## src/sv/csim_pkg.sv

```systemverilog
`timescale 1ns / 1ps
`default_nettype none
package csim_pkg;
	localparam int ELEMENT_BITS = 16;
	localparam int DOT_BITS     = 42;
	localparam int NORM_BITS    = 41;
	localparam int QUEUE_DEPTH  = 2;

	typedef struct packed {
		logic signed [DOT_BITS-1:0] dot;
		logic [NORM_BITS-1:0]       n1;
		logic [NORM_BITS-1:0]       n2;
	} csim_sums_t;
endpackage
`default_nettype wire

```

## src/sv/csim_front.sv

```systemverilog
`timescale 1ns / 1ps
`default_nettype none
module csim_front (
	input  wire logic                clk,
	input  wire logic                arst_n,
	input  wire logic                in_valid,
	output logic                     in_ready,
	input  wire logic signed [15:0]  first_value,
	input  wire logic signed [15:0]  second_value,
	input  wire logic                last,
	input  wire logic                full,
	output logic                     push,
	output csim_pkg::csim_sums_t     push_sums
);
	logic signed [41:0] dot_q;
	logic [40:0]        n1_q;
	logic [40:0]        n2_q;
	logic signed [31:0] p_ab;
	logic signed [31:0] p_aa;
	logic signed [31:0] p_bb;
	logic signed [42:0] dot_ext;
	logic [41:0]        n1_ext;
	logic [41:0]        n2_ext;
	logic               accept;

	assign in_ready = !full;
	assign accept   = in_valid && in_ready;
	assign push     = accept && last;

	always_comb begin
		p_ab    = first_value * second_value;
		p_aa    = first_value * first_value;
		p_bb    = second_value * second_value;
		dot_ext = 43'(dot_q) + 43'(p_ab);
		n1_ext  = {1'b0, n1_q} + {10'b0, p_aa};
		n2_ext  = {1'b0, n2_q} + {10'b0, p_bb};
		// clamp to the accumulator range
		if (dot_ext[42] != dot_ext[41])
			push_sums.dot = dot_ext[42] ? {1'b1, 41'b0} : {1'b0, {41{1'b1}}};
		else
			push_sums.dot = dot_ext[41:0];
		push_sums.n1 = n1_ext[41] ? {41{1'b1}} : n1_ext[40:0];
		push_sums.n2 = n2_ext[41] ? {41{1'b1}} : n2_ext[40:0];
	end

	always_ff @(posedge clk or negedge arst_n) begin
		if (!arst_n) begin
			dot_q <= '0;
			n1_q  <= '0;
			n2_q  <= '0;
		end else if (accept) begin
			if (last) begin
				dot_q <= '0;
				n1_q  <= '0;
				n2_q  <= '0;
			end else begin
				dot_q <= push_sums.dot;
				n1_q  <= push_sums.n1;
				n2_q  <= push_sums.n2;
			end
		end
	end
endmodule
`default_nettype wire

```

## src/sv/csim_queue.sv

```systemverilog
`timescale 1ns / 1ps
`default_nettype none
module csim_queue (
	input  wire logic                 clk,
	input  wire logic                 arst_n,
	input  wire logic                 push,
	input  wire csim_pkg::csim_sums_t wr_data,
	input  wire logic                 pop,
	output csim_pkg::csim_sums_t      rd_data,
	output logic                      full,
	output logic                      empty
);
	localparam int AW = $clog2(csim_pkg::QUEUE_DEPTH);

	csim_pkg::csim_sums_t mem [csim_pkg::QUEUE_DEPTH];
	logic [AW-1:0] wr_ptr_q;
	logic [AW-1:0] rd_ptr_q;
	logic [AW:0]   count_q;

	assign full    = count_q == (AW+1)'(csim_pkg::QUEUE_DEPTH);
	assign empty   = count_q == '0;
	assign rd_data = mem[rd_ptr_q];

	always_ff @(posedge clk) begin
		if (push && !full)
			mem[wr_ptr_q] <= wr_data;
	end

	always_ff @(posedge clk or negedge arst_n) begin
		if (!arst_n) begin
			wr_ptr_q <= '0;
			rd_ptr_q <= '0;
			count_q  <= '0;
		end else begin
			if (push && !full)
				wr_ptr_q <= (wr_ptr_q == AW'(csim_pkg::QUEUE_DEPTH-1)) ? '0 : wr_ptr_q + 1'b1;
			if (pop && !empty)
				rd_ptr_q <= (rd_ptr_q == AW'(csim_pkg::QUEUE_DEPTH-1)) ? '0 : rd_ptr_q + 1'b1;
			count_q <= count_q + (AW+1)'(push && !full) - (AW+1)'(pop && !empty);
		end
	end
endmodule
`default_nettype wire

```

## src/sv/csim_back.sv

```systemverilog
`timescale 1ns / 1ps
`default_nettype none
module csim_back (
	input  wire logic                 clk,
	input  wire logic                 arst_n,
	input  wire logic                 empty,
	input  wire csim_pkg::csim_sums_t rd_data,
	output logic                      pop,
	output logic                      out_valid,
	input  wire logic                 out_ready,
	output logic [15:0]               cosine,
	output logic                      zero_norm
);
	typedef enum logic [2:0] {
		ST_IDLE, ST_MULP, ST_MULM, ST_DIV, ST_SQRT, ST_DONE
	} state_t;

	state_t         state_q;
	logic [5:0]     cnt_q;
	logic [41:0]    mcand_q;
	logic [83:0]    mp_q;
	logic [81:0]    prod_q;
	logic [41:0]    mag_q;
	logic [113:0]   rem_q;
	logic [113:0]   dsh_q;
	logic [30:0]    x_q;
	logic           ovf_q;
	logic [15:0]    root_q;
	logic           neg_q;
	logic           zero_q;

	logic [42:0]    mul_sum;
	logic [83:0]    mp_next;
	logic           ge;
	logic [30:0]    x_eff;
	logic [15:0]    trial;
	logic [31:0]    trial_sq;
	logic [16:0]    qc;
	logic [15:0]    result;

	assign pop = (state_q == ST_IDLE) && !empty;

	always_comb begin
		// one shift-add step of the shared multiplier
		mul_sum  = {1'b0, mp_q[83:42]} + (mp_q[0] ? {1'b0, mcand_q} : 43'd0);
		mp_next  = {mul_sum, mp_q[41:1]};
		ge       = rem_q >= dsh_q;
		// a quotient past 31 bits takes the root from the largest 31-bit value
		x_eff    = ovf_q ? '1 : x_q;
		trial    = root_q | (16'd1 << cnt_q[3:0]);
		trial_sq = trial * trial;
		qc       = (root_q > 16'd32768) ? 17'd32768 : {1'b0, root_q};
		if (neg_q)
			result = 16'(17'd0 - qc);
		else
			result = (qc > 17'd32767) ? 16'd32767 : qc[15:0];
	end

	always_ff @(posedge clk or negedge arst_n) begin
		if (!arst_n) begin
			state_q   <= ST_IDLE;
			out_valid <= 1'b0;
			cnt_q     <= '0;
		end else begin
			if (out_valid && out_ready && state_q != ST_DONE)
				out_valid <= 1'b0;
			unique case (state_q)
				ST_IDLE: begin
					if (!empty) begin
						neg_q   <= rd_data.dot[41];
						mag_q   <= rd_data.dot[41] ? 42'(-rd_data.dot) : rd_data.dot;
						mcand_q <= {1'b0, rd_data.n1};
						mp_q    <= {43'b0, rd_data.n2};
						cnt_q   <= 6'd41;
						root_q  <= '0;
						if (rd_data.n1 == '0 || rd_data.n2 == '0) begin
							zero_q  <= 1'b1;
							state_q <= ST_DONE;
						end else begin
							zero_q  <= 1'b0;
							state_q <= ST_MULP;
						end
					end
				end
				ST_MULP: begin
					if (cnt_q == '0) begin
						prod_q  <= mp_next[81:0];
						mcand_q <= mag_q;
						mp_q    <= {42'b0, mag_q};
						cnt_q   <= 6'd41;
						state_q <= ST_MULM;
					end else begin
						mp_q  <= mp_next;
						cnt_q <= cnt_q - 1'b1;
					end
				end
				ST_MULM: begin
					if (cnt_q == '0) begin
						rem_q   <= {mp_next, 30'b0};
						dsh_q   <= {1'b0, prod_q, 31'b0};
						x_q     <= '0;
						cnt_q   <= 6'd31;
						state_q <= ST_DIV;
					end else begin
						mp_q  <= mp_next;
						cnt_q <= cnt_q - 1'b1;
					end
				end
				ST_DIV: begin
					// first compare only detects a quotient past 31 bits
					if (cnt_q == 6'd31) begin
						ovf_q <= ge;
					end else if (ge) begin
						rem_q            <= rem_q - dsh_q;
						x_q[cnt_q[4:0]]  <= 1'b1;
					end
					dsh_q <= dsh_q >> 1;
					if (cnt_q == '0) begin
						cnt_q   <= 6'd15;
						state_q <= ST_SQRT;
					end else begin
						cnt_q <= cnt_q - 1'b1;
					end
				end
				ST_SQRT: begin
					if (trial_sq <= {1'b0, x_eff})
						root_q <= trial;
					if (cnt_q == '0)
						state_q <= ST_DONE;
					else
						cnt_q <= cnt_q - 1'b1;
				end
				ST_DONE: begin
					if (!out_valid || out_ready) begin
						out_valid <= 1'b1;
						cosine    <= zero_q ? 16'd0 : result;
						zero_norm <= zero_q;
						state_q   <= ST_IDLE;
					end
				end
				default: state_q <= ST_IDLE;
			endcase
		end
	end
endmodule
`default_nettype wire

```

## src/sv/cosine_similarity_engine.sv

```systemverilog
// Result path: after the edge that accepts the last pair, the sums are queued and popped, then
// pass two 42-step multiplies, a 32-step divide and a 16-step root before m_axis_tvalid rises.
// Throughput: one element pair per cycle while the two-entry queue has room; results are computed
// one at a time by the shared shift-add multiplier and the bit-serial divider and root.
// Reset: arst_n clears accumulators, queue and output valid asynchronously.
`timescale 1ns / 1ps
`default_nettype none
module cosine_similarity_engine (
	input  wire logic        clk,
	input  wire logic        arst_n,
	input  wire logic        s_axis_tvalid,
	output logic             s_axis_tready,
	input  wire logic [31:0] s_axis_tdata,  // first_value[15:0], second_value[31:16]
	input  wire logic        s_axis_tlast,
	output logic             m_axis_tvalid,
	input  wire logic        m_axis_tready,
	output logic [15:0]      m_axis_tdata,  // cosine[15:0]
	output logic             m_axis_tuser   // zero_norm[0]
);
	logic                 push;
	logic                 pop;
	logic                 full;
	logic                 empty;
	csim_pkg::csim_sums_t push_sums;
	csim_pkg::csim_sums_t rd_data;

	csim_front u_front (
		.clk          (clk),
		.arst_n       (arst_n),
		.in_valid     (s_axis_tvalid),
		.in_ready     (s_axis_tready),
		.first_value  (s_axis_tdata[15:0]),
		.second_value (s_axis_tdata[31:16]),
		.last         (s_axis_tlast),
		.full         (full),
		.push         (push),
		.push_sums    (push_sums)
	);

	csim_queue u_queue (
		.clk     (clk),
		.arst_n  (arst_n),
		.push    (push),
		.wr_data (push_sums),
		.pop     (pop),
		.rd_data (rd_data),
		.full    (full),
		.empty   (empty)
	);

	csim_back u_back (
		.clk       (clk),
		.arst_n    (arst_n),
		.empty     (empty),
		.rd_data   (rd_data),
		.pop       (pop),
		.out_valid (m_axis_tvalid),
		.out_ready (m_axis_tready),
		.cosine    (m_axis_tdata),
		.zero_norm (m_axis_tuser)
	);

	a_push_not_full: assert property (@(posedge clk) disable iff (!arst_n)
		push |-> !full) else $error("push into full queue");
	a_stall_only_full: assert property (@(posedge clk) disable iff (!arst_n)
		!s_axis_tready |-> full) else $error("input stalled with queue space");
	a_zero_result: assert property (@(posedge clk) disable iff (!arst_n)
		(m_axis_tvalid && m_axis_tuser) |-> (m_axis_tdata == 16'd0))
		else $error("zero norm with nonzero cosine");
	a_pop_not_empty: assert property (@(posedge clk) disable iff (!arst_n)
		pop |-> !empty) else $error("pop from empty queue");
endmodule
`default_nettype wire
```

## config.mk

```make
export PLATFORM = sky130hd
export DESIGN_NAME = cosine_similarity_engine
export DESIGN_NICKNAME = d
export VERILOG_FILES = /design/src/sv/csim_pkg.sv /design/src/sv/csim_front.sv /design/src/sv/csim_queue.sv /design/src/sv/csim_back.sv /design/src/sv/cosine_similarity_engine.sv
export SDC_FILE = /design/constraint.sdc
export NUM_CORES = 2
export LEC_CHECK = 0
export ABC_AREA = 1
export CORE_MARGIN = 3
export CORE_UTILIZATION = 30
export DETAILED_ROUTE_END_ITERATION = 12
export DONT_BUFFER_PORTS = 1
export GPL_TIMING_DRIVEN = 0
export PLACE_DENSITY_LB_ADDON = 0.08
export SLEW_MARGIN = 30
export SYNTH_ARGS = -nofsm -noshare
export SYNTH_HDL_FRONTEND = slang
export SYNTH_HIERARCHICAL = 1
export SYNTH_SLANG_ARGS = --single-unit
```

## constraint.sdc

```tcl
create_clock -name clk -period 39.2 [get_ports clk]
set_input_delay 0 -clock clk [delete_from_list [all_inputs] [get_ports clk]]
set_output_delay 0 -clock clk [all_outputs]
set_load 0.005 [all_outputs]
```

==> run summary <==
The flow ran to the end, and the final reports show no timing, DRC or antenna violations. The final critical-path share of the clock period came out at 26.0%. The global routing usage on met2 is 37.4%. The total congestion overflow after global routing is 0. The layout has 35.1k filler cells. The post-route antenna net violation count is 0. The final weighted congestion in routability-driven placement is 0.987. The netlist area before placement came out at 0.0983 mm². The initial antenna violation count is 5.

The critical path contains buffers and inverters numbering 8 combined. The number of instances in the synthesized netlist is 12.7k. The global-route track usage on met3 is 2.08%. In this run the count of I/O pins placed on the die edge is 56.

The number of nets in the synthesized netlist is 14.4k. The stage delay of the slowest cell on the critical path came out at 0.75 ns. The cell row count is 209.

The total core area is 0.325 mm². The count of buffers from port buffering came out at 0. The chip width is 578 µm.

The portion of the post-synthesis area used by sequential elements came out at 27.7%. The transition time at the pin with the least slew margin came out at 1.12 ns. The number of DRC markers in iteration 0 came out at 4960.

The final HPWL from detailed placement is 314000 µm. The final clock skew is 0.0413 ns. The xor/xnor cell area share of the yosys netlist came out at 2.46%. The required arrival time at the worst endpoint is 39.56 ns. The number of hold buffers added after CTS came out at 7. The buffer levels on the longest clock path came out at 3. The first-pass GRT wire length came out at 550000 µm. TritonCTS built the clock tree.

Along the worst path, the maximum fanout reaches 16. The highest attainable clock frequency came out at 0.0981 GHz. The via count of the first global-routing pass came to 84.9k. In this run the clock root is driven by a sky130_fd_sc_hd__clkbuf_16. The fraction of met1 tracks used by global routing came out at 29.3%. Yosys printed 6 warnings.

The area growth from synthesis to layout is 10.5%. The final number of hold-violating endpoints was 0. The DRC violations left came out at 0. The footprint of the multi-input gates is 0.0592 mm². The final routed wirelength across all metal layers came out at 368000 µm. Setup repair after global routing left no endpoint under its margin. The routed layout has 80.7k vias. The tool flagged a number of max-cap violations equal to 0. The setup TNS after final layout is 0 ns. The total number of nets in the final design came out at 14.5k.

The clock slew seen by the registers of the worst setup and hold paths is 0.07 ns. The proportion of register bits with asynchronous set or reset after synthesis came out at 14.8%. The number of sinks driven by the clock tree is 930. The post-synthesis compound-gate area fraction came out at 6.26%. The post-synthesis adder-cell area fraction is 28.3%. The clock tree synthesis step divided the H-tree into 3 levels. The register bit total from synthesis is 930. Buffers inserted during clock tree synthesis total 111.

The initial core utilization is 30.2%. The mux contribution to synthesized area came out at 0%. The die height is 578 µm. Broken down by cell family, the worst path's largest delay share belongs to adder cells. The pin count of the biggest net entering global routing is 140. The die covers 0.335 mm². Dividing the detail-routed via count by the number of cells gives 4.67. The post-synthesis cell type count came out at 64. The global routing stage identified its most utilized layer as met2. The detailed-router iteration count before antenna repair came out at 8. The mean area per synthesized cell came out at 7.74 µm². The number of max-slew violations in the final report is 0. The per-cell routed wire length is 21.3 µm. The worst min-delay path class is in -> async. The most used flip-flop cell after synthesis is sky130_fd_sc_hd__edfxtp_1. The arrival time at the worst endpoint came out at 10.56 ns. The count of flip-flops with a built-in enable after synthesis is 792. The normalized max-slew margin came out at 25.4%. The total of endpoints with negative setup slack in the final report came out at 0. The simple-gate area share of the yosys netlist is 23.1%. After synthesis, the largest family of logic cells by area is adder cells. The setup fix buffers added after clock tree synthesis came out at 0.

The type of destination of the critical path is a flip-flop. The number of gates resized after CTS was 0. The type of origin of the critical path is a flip-flop. After detailed placement, the design holds a cell count of 17.1k.

The area occupied by registers is 0.0272 mm². The share of layout cells above drive strength 1 came out at 3.68%. The worst-path cell with the longest stage delay is sky130_fd_sc_hd__buf_1.

The shortest period the worst path allows is 10.20 ns. Clock latency on the worst-skew pair, taken at its later pin, is 0.76 ns. The critical path in this run is classified as reg -> reg.

The final non-filler cell total came out at 17.3k. The total routing resource utilization after global routing is 22.0%.
-- final timing paths --
| kind | from | to | slack [ns] | cells past startpoint |
|---|---|---|---|---|
| worst max-delay path | u_back/cnt_q[0]$_DFFE_PN0P_ | u_back/root_q[4]$_SDFFCE_PN0P_ | 29.00 | 36 |
| min in group clk | m_axis_tready | u_back/out_valid$_DFF_PN0_ | 0.21 | 4 |
| max in group asynchronous | arst_n | u_front/n1_q[21]$_DFFE_PN0P_ | 38.23 | 3 |
| worst min-delay path | arst_n | u_front/n2_q[22]$_DFFE_PN0P_ | 0.08 | 2 |
| worst max register to register | u_back/cnt_q[0]$_DFFE_PN0P_ | u_back/root_q[4]$_SDFFCE_PN0P_ | 29.00 | 36 |
| worst min register to register | u_front/n1_q[21]$_DFFE_PN0P_ | u_front/n1_q[21]$_DFFE_PN0P_ | 0.48 | 2 |
-- cell usage after synthesis, types with 21 or more instances --
| master | n | area [µm²] |
|---|---|---|
| sky130_fd_sc_hd__nand2_2 | 23 | 144 |
| sky130_fd_sc_hd__xnor2_1 | 97 | 850 |
| sky130_fd_sc_hd__buf_2 | 42 | 210 |
| sky130_fd_sc_hd__nor3_1 | 144 | 721 |
| sky130_fd_sc_hd__a21oi_1 | 448 | 2240 |
| sky130_fd_sc_hd__nand3_1 | 352 | 1760 |
| sky130_fd_sc_hd__xor2_1 | 179 | 1570 |
| sky130_fd_sc_hd__nand2_1 | 3858 | 14500 |
| sky130_fd_sc_hd__inv_1 | 2790 | 10500 |
| sky130_fd_sc_hd__nor2_1 | 991 | 3720 |
| sky130_fd_sc_hd__buf_1 | 21 | 78.8 |
| sky130_fd_sc_hd__a31oi_1 | 22 | 138 |
| sky130_fd_sc_hd__fa_1 | 981 | 19600 |
| sky130_fd_sc_hd__dfrtp_1 | 138 | 3450 |
| sky130_fd_sc_hd__inv_2 | 29 | 109 |
| sky130_fd_sc_hd__clkbuf_1 | 197 | 739 |
| sky130_fd_sc_hd__a21o_1 | 32 | 240 |
| sky130_fd_sc_hd__nor4_1 | 35 | 219 |
| sky130_fd_sc_hd__ha_1 | 655 | 8200 |
| sky130_fd_sc_hd__o21bai_1 | 57 | 428 |
| sky130_fd_sc_hd__a221oi_1 | 44 | 385 |
| sky130_fd_sc_hd__o21ai_0 | 277 | 1390 |
| sky130_fd_sc_hd__nand3b_1 | 45 | 338 |
| sky130_fd_sc_hd__nand4_1 | 107 | 669 |
| sky130_fd_sc_hd__edfxtp_1 | 792 | 23800 |
| sky130_fd_sc_hd__o21ai_1 | 132 | 661 |
| sky130_fd_sc_hd__o21a_1 | 28 | 210 |
-- flip-flops by register name (all words and copies together) (netlist names), 2 cells and up --
signal and count:
u_front/n2_q 41, u_back/mag_q 42, u_back/x_q 31, u_back/rem_q 114
u_front/n1_q 41, u_front/dot_q 42, u_queue/count_q 2, u_back/cnt_q 6
u_back/cosine 16, u_back/root_q 16, u_back/mcand_q 42, u_queue/mem 248
u_back/state_q 3, u_back/dsh_q 113, u_back/mp_q 84, u_back/prod_q 82
-- per-stage QoR --
step	setup slack (ns)	hold slack (ns)	cell area (µm²)	utilization, %
after detailed placement	29.12	-0.282	105000	32.2
after CTS	29.08	0.123	109000	33.4
after floorplan	25.18	-0.296	98300	-
final	29.00	0.0800	109000	33.4
after global placement	15.89	-0.283	104000	31.9
after global routing	28.41	0.169	109000	33.4
-- cell usage in the layout (no fill, tap or decap), types with 22 or more instances in the layout --
master and n:
sky130_fd_sc_hd__xnor2_1 96, sky130_fd_sc_hd__o21a_1 28, sky130_fd_sc_hd__a31oi_1 22, sky130_fd_sc_hd__nor3_1 141, sky130_fd_sc_hd__nand4_1 107, sky130_fd_sc_hd__nand3_1 352
sky130_fd_sc_hd__o21bai_1 57, sky130_fd_sc_hd__edfxtp_1 792, sky130_fd_sc_hd__o21ai_0 276, sky130_fd_sc_hd__inv_2 30, sky130_fd_sc_hd__buf_4 33, sky130_fd_sc_hd__ha_1 655
sky130_fd_sc_hd__buf_16 25, sky130_fd_sc_hd__clkbuf_1 181, sky130_fd_sc_hd__dfrtp_1 138, sky130_fd_sc_hd__nand2_1 3858, sky130_fd_sc_hd__nand3b_1 45, sky130_fd_sc_hd__buf_2 44
sky130_fd_sc_hd__a21o_1 32, sky130_fd_sc_hd__fa_1 980, sky130_fd_sc_hd__clkbuf_2 40, sky130_fd_sc_hd__inv_1 2788, sky130_fd_sc_hd__a221oi_1 44, sky130_fd_sc_hd__o21ai_1 133
sky130_fd_sc_hd__nor4_1 35, sky130_fd_sc_hd__clkbuf_16 114, sky130_fd_sc_hd__xor2_1 178, sky130_fd_sc_hd__nand2_2 23, sky130_fd_sc_hd__nor2_1 987, sky130_fd_sc_hd__a21oi_1 445
-- layout make-up --
class                   count  area share, %
multi-input cells        8647           54.5
flip-flops and latches    930           25.1
inverters                2828           9.78
well taps                4325           4.98
clock buffers             146           2.82
plain buffers             291           1.27
repair buffers             58          0.939
clock inverters            65          0.638
diodes                      2        0.00461
-- per-layer routing --
| layer | vias to the layer above | wire [µm] |
|---|---|---|
| met3 | 464 | 13300 |
| met2 | 1666 | 173000 |
| met1 | 39300 | 167000 |
| li1 | 39300 | - |
| met5 | - | 13 |
| met4 | 2 | 15100 |
-- worst reg2reg max path, delay by kind of cell, from the launching register on --
family	cells	cell delay, ns
flip-flops	1	0.43
AND/OR/NAND/NOR	9	1.59
buffers and inverters	8	1.63
adder cells (fa/ha/maj)	9	4.09
XOR/XNOR	1	0.17
AO/OA/AOI/OAI	9	1.90
-- kinds of logic (layout without fill, tap and decap cells) --
group / Yosys count / count (layout)
and+or+nand+nor: 5638 / 5638
buffers and inverters: 3119 / 3388
adders and majority gates: 1636 / 1636
AOI/OAI and AO/OA: 1097 / 1097
DFF: 930 / 930
xor gates and xnor gates: 276 / 276
other: 0 / 2
Power is left out: the tool's default activity adds up to more than one toggle a clock period on the data nets, which glitch-free logic cannot reach.
